**src/rtl/task_ready_queue_with_wait_lists_unit_assert.svh**
```systemverilog
// Assertion macros for the task ready queue unit.
`ifndef TASK_READY_QUEUE_WITH_WAIT_LISTS_UNIT_ASSERT_SVH
`define TASK_READY_QUEUE_WITH_WAIT_LISTS_UNIT_ASSERT_SVH
`ifndef SYNTHESIS
`define TRQ_ASSERT_IMP(label, clk, rst_n, ante, cons) \
	label: assert property (@(posedge clk) disable iff (!rst_n) (ante) |-> (cons)) \
	else $error("assertion failed");
`define TRQ_ASSERT_NXT(label, clk, rst_n, ante, cons) \
	label: assert property (@(posedge clk) disable iff (!rst_n) (ante) |=> (cons)) \
	else $error("assertion failed");
`else
`define TRQ_ASSERT_IMP(label, clk, rst_n, ante, cons)
`define TRQ_ASSERT_NXT(label, clk, rst_n, ante, cons)
`endif
`endif

```
**src/rtl/trq_pkg.sv**
```systemverilog
// Shared types and constants for the task ready queue unit.
package trq_pkg;
	localparam int TaskCount = 64;
	localparam int WaitSlots = 256;
	localparam int TW = $clog2(TaskCount);
	localparam int NW = $clog2(WaitSlots);

	localparam logic [1:0] ACT_ENQ = 2'd0;
	localparam logic [1:0] ACT_BLOCK = 2'd1;
	localparam logic [1:0] ACT_DEQ = 2'd2;
	localparam logic [1:0] ACT_DONE = 2'd3;

	localparam logic [1:0] ST_OK = 2'd0;
	localparam logic [1:0] ST_QUEUED = 2'd1;
	localparam logic [1:0] ST_EMPTY = 2'd2;
	localparam logic [1:0] ST_FULL = 2'd3;

	typedef struct packed {
		logic [1:0] action;
		logic [5:0] task_req;
		logic [5:0] waiter;
	} in_item_t;

	typedef struct packed {
		logic [5:0] task_out;
		logic has_task;
		logic [1:0] status;
		logic [6:0] released;
	} out_item_t;

	// controller -> datapath
	typedef struct packed {
		logic clear_step;
		logic load;
		logic rd_list;
		logic walk_rd;
		logic walk_step;
		logic finish;
	} cmd_t;

	// datapath -> controller
	typedef struct packed {
		logic clear_done;
		logic present;
		logic last;
	} sts_t;
endpackage

```
**src/rtl/trq_ctrl.sv**
```systemverilog
// Sequencing controller of the task ready queue unit.
`include "task_ready_queue_with_wait_lists_unit_assert.svh"
module trq_ctrl (
	input  logic             clk,
	input  logic             arst_n,
	input  logic             in_valid,
	input  logic [1:0]       action,
	input  logic             out_busy,
	input  trq_pkg::sts_t    sts,
	output logic             in_stall,
	output trq_pkg::cmd_t    cmd
);
	typedef enum logic [2:0] {S_CLEAR, S_IDLE, S_LOOK, S_WRD, S_WSTEP, S_OUT} state_t;
	state_t state_q;

	assign in_stall = (state_q != S_IDLE);

	always_comb begin
		cmd = '0;
		unique case (state_q)
			S_CLEAR: cmd.clear_step = 1'b1;
			S_IDLE: cmd.load = in_valid;
			S_LOOK: begin
				cmd.rd_list = 1'b1;
			end
			S_WRD: cmd.walk_rd = 1'b1;
			S_WSTEP: cmd.walk_step = 1'b1;
			S_OUT: begin
				cmd.finish = !out_busy;
			end
			default: ;
		endcase
	end

	always_ff @(posedge clk or negedge arst_n) begin
		if (!arst_n) begin
			state_q <= S_CLEAR;
		end else begin
			unique case (state_q)
				S_CLEAR: if (sts.clear_done) state_q <= S_IDLE;
				S_IDLE: if (in_valid) state_q <= S_LOOK;
				S_LOOK: state_q <= (action == trq_pkg::ACT_DONE && sts.present) ? S_WRD : S_OUT;
				S_WRD: state_q <= S_WSTEP;
				S_WSTEP: state_q <= sts.last ? S_OUT : S_WRD;
				S_OUT: if (!out_busy) state_q <= S_IDLE;
				default: state_q <= S_IDLE;
			endcase
		end
	end

	`TRQ_ASSERT_IMP(a_stall_busy, clk, arst_n, state_q != S_IDLE, in_stall)
	`TRQ_ASSERT_NXT(a_load_look, clk, arst_n, cmd.load, state_q == S_LOOK)
	`TRQ_ASSERT_NXT(a_walk_pair, clk, arst_n, cmd.walk_rd, cmd.walk_step)
endmodule

```
**config.mk**
```make
export PLATFORM = sky130hd
export DESIGN_NAME = trq_ctrl
export DESIGN_NICKNAME = d
export VERILOG_FILES = /design/src/rtl/trq_pkg.sv /design/src/rtl/trq_ctrl.sv
export VERILOG_INCLUDE_DIRS = /design/src /design/src/rtl
export SDC_FILE = /design/constraint.sdc
export NUM_CORES = 1
export LEC_CHECK = 0
export ABC_AREA = 0
export BUFFER_PORTS_ARGS = -buffer_cell sky130_fd_sc_hd__buf_4
export CAP_MARGIN = 20
export CELL_PAD_IN_SITES_DETAIL_PLACEMENT = 1
export CELL_PAD_IN_SITES_GLOBAL_PLACEMENT = 1
export CORE_AREA = 3 3 40 42
export CTS_CLUSTER_SIZE = 30
export DETAILED_ROUTE_END_ITERATION = 8
export DIE_AREA = 0 0 43 45
export GPL_ROUTABILITY_DRIVEN = 0
export PLACE_DENSITY = 0.61
export SLEW_MARGIN = 20
export SYNTH_ARGS = -nofsm -noshare
export SYNTH_HDL_FRONTEND = slang
export SYNTH_SLANG_ARGS = --single-unit
```
**constraint.sdc**
```tcl
create_clock -name clk -period 1.05 [get_ports clk]
set_input_delay 0.21 -clock clk [delete_from_list [all_inputs] [get_ports clk]]
set_output_delay 0.21 -clock clk [all_outputs]
set_load 0.005 [all_outputs]
```
==> flow_summary_export.csv <==
group,metric,value,unit
sta,fmax,0.720,GHz
synth,synthFlopType,"dfrtp_1",
final_layout,fin_cells,63,
global_routing,grt_max_degree,8,
place,postPlaceCellArea,383,um^2
worst_setup_path,crit_arrival,1.18,ns
final_layout,top_register,"state_q",
place,preCtsSetupSlack,-0.128,ns
detailed_routing,post_drt_wl_per_cell,12.5,um
die,rows,13,
status,violations,"negative setup slack",
die,dieArea,1940,um^2
worst_hold_path,holdPathEnd,"state_q[1]",
synth,mappedNetlistArea,228,um^2
synth,synth_top_area_share,33.0,%
die,die_h,45,um
worst_setup_path,rr_startpoint,"state_q[1]",
clock_network,ctsLongestPathBuffers,2,
global_routing,grtUsageTotal,9.61,%
clock_network,cts_inserted_buffers,3,
worst_setup_path,crit_path_start_kind,"flip-flop",
worst_setup_path,worstPathCellList,"and2b_1 > and2_4 > buf_6",
sta,worst_pin_slew,0.185,ns
place,place.port_buffers,15,
synth,yosys.area.top_type,"dfrtp_1",
clock_network,clock-sinks,3,
power,ir_drop,0.760,mV
final_layout,area_growth,110,%
detailed_routing,dr_wl_met2,419,um
final_layout,reg.largest.list,"state_q: 3 flops",
synth,synth_edf_count,0,
die,start_util,17.7,%
global_routing,grt_pass1_wl,1.28,mm
detailed_routing,wl_met3,61,um
detailed_routing,drc,0,
final_layout,final_design_area_no_fill,479,um^2
final_layout,largest_register_ff_count,3,
detailed_routing,viasPerCell,4.14,
sta,post-route-period-util,132,%
detailed_routing,dr.pass1.iters,2,
place,dpl.hpwl,499,um
detailed_routing,num_vias,261,
synth,synth_cells,25,
die,die_width,43,um
synth,synthTopCellsByArea,"dfrtp_1 33%, nor3_1 6.6%, and4b_4 6.0%, nand2b_1 5.5%, buf_6 4.9%",
sta,rsz0062_at_grt,"yes",
worst_setup_path,crit_type,"reg -> out",
global_routing,grt_pass1_vias,275,
detailed_routing,ant_nets,0,
detailed_routing,drtIter0Drc,2,
detailed_routing,m1WireLength,308,um
worst_hold_path,whs_path_depth,2,
worst_setup_path,path_max_fanout,7,
final_layout,num-nets-final,58,
worst_setup_path,regToRegSetupSlack,-0.07,ns
sta,relSlewSlack,87.7,%
sta,finalSetupViolCount,9,
worst_setup_path,cpMaxStageDelayCell,"dfrtp_2",
status,status,"finished, violations left",
clock_network,htree_levels,1,
synth,yosys_warnings,0,
detailed_routing,drt_wl_total,789,um
synth,synth_seq_cells,3,
sta,fin_crit,1.39,ns
worst_setup_path,r2r-end,"state_q[1]",
sta,finalClockSkew,0.00195,ns
detailed_routing,highest_layer,"met3",
clock_network,root_buffer,"clkbuf_4",
worst_hold_path,hold_path.class,"in -> reg",
sta,report.final.slew_viol_count,0,
worst_setup_path,cp-end-kind,"primary output",
global_routing,overflow,0,
synth,synth_commonest_cells,"3 x dfrtp_1, 3 x nor3_1, 2 x inv_1, 2 x nand2b_1, 2 x nor2_1",
sta,finalWorstSetupSlack,-0.339,ns
run,maxCapViolations,0,
synth,synth-async-reset-ratio,100,%
die,ios,16,
synth,post_synth.cell_area_avg,9.11,um^2
final_layout,diodes,0,
power,power_density,2820,nW/um^2
place,place_inst,56,
synth,ys_seq_area_share,33.0,%
worst_setup_path,critPathRequiredTime,0.84,ns
clock_network,clkLatencyLatePin,0.23,ns
clock_network,cts_tree,"done",
worst_setup_path,reg2regPathDepth,2,
final_layout,drive_above_1_share,66.7,%
worst_setup_path,cpPeakStageDelay,0.45,ns
clock_network,clk_pin_slew,0.04,ns
sta,finalHoldViolations,0,
synth,synth.distinct_cells,18,
worst_hold_path,hold_path.startpoint,"in_valid",
die,core-area,1280,um^2
synth,syn-num-nets,34,
power,leakagePower,0.000219,uW
global_routing,antenna_found_initial,0,
[metal layers]
| metal | track usage (%) | vias to the layer above |
|---|---|---|
| met4 | 7.23 | 0 |
| met2 | 13.8 | 11 |
| met5 | 0 | - |
| met3 | 3.19 | 0 |
| met1 | 11.9 | 116 |
| li1 | - | 134 |
[cell families (layout without fill, tap and decap cells)]
kind of cell           Yosys count  after routing  share of synthesized area (%)
and+or+nand+nor                 14             14                           41.2
buffers and inverters            4             27                           10.4
AOI/OAI and AO/OA                3              3                           11.0
DFF                              3              3                           33.0
muxes                            1              1                           4.40
[cell usage in the layout, fill, tap and decap left out, types with 2 or more instances in the layout]
cell      instances
clkbuf_4          3
buf_4            15
nor3_2            2
inv_1             2
dfrtp_2           2
nand2b_1          2
buf_6             4
nor2_1            2
[where the power goes]
part           switching [uW]  internal [uW]  leakage (uW)
Sequential                108            177     0.0000346
Clock                    59.5            142     0.0000150
Combinational             307            557      0.000170
Total                     475            877      0.000219
[worst max-delay path by stage]
stage	from	endpoint	slack (ns)	cells past startpoint
2_1_floorplan	state_q[1]	state_q[1]	-0.02	3
5_1_grt	state_q[2]	cmd[4]	-0.38	3
3_5_place_dp	state_q[2]	cmd[4]	-0.13	3
4_1_cts	state_q[2]	cmd[4]	-0.35	3
6_report	state_q[2]	cmd[2]	-0.34	3
3_3_place_gp	state_q[2]	cmd[2]	-0.11	3
[worst max-delay path: cells and delay by family (launching register included)]
kind                   cells  cell delay, ns
AND/OR/NAND/NOR            2            0.41
buffers and inverters      1            0.08
flip-flops                 1            0.45
[cell type report]
class,instances,area (um^2)
fillers,161,806
repair buffers,21,188
multi-input cells,18,161
flip-flops and latches,3,77.6
clock buffers,4,26.3
well taps,15,18.8
inverters,2,7.51
[repair_timing]
item | 4_1_cts | 5_1_grt
hold endpoints to repair | 3 | 0
endpoints found under the setup margin | 8 | 9
pin swaps | 4 | 1
setup buffers | 2 | 0
hold buffers | 1 | 0
resized for setup | 12 | 0
[per-stage QoR]
stage	utilization (%)	TNS (ns)	power (uW)	hold slack, ns
6_report	37.3	-2.03	1350	0.257
5_1_grt	37.3	-2.59	1460	0.269
4_1_cts	37.3	-2.06	1360	0.249
3_5_place_dp	29.8	-0.504	921	-0.000265
3_3_place_gp	29.8	-0.425	916	0.00101
2_1_floorplan	-	-0.0188	618	-0.0856
No activity file was read; power rests on OpenSTA's default activity.
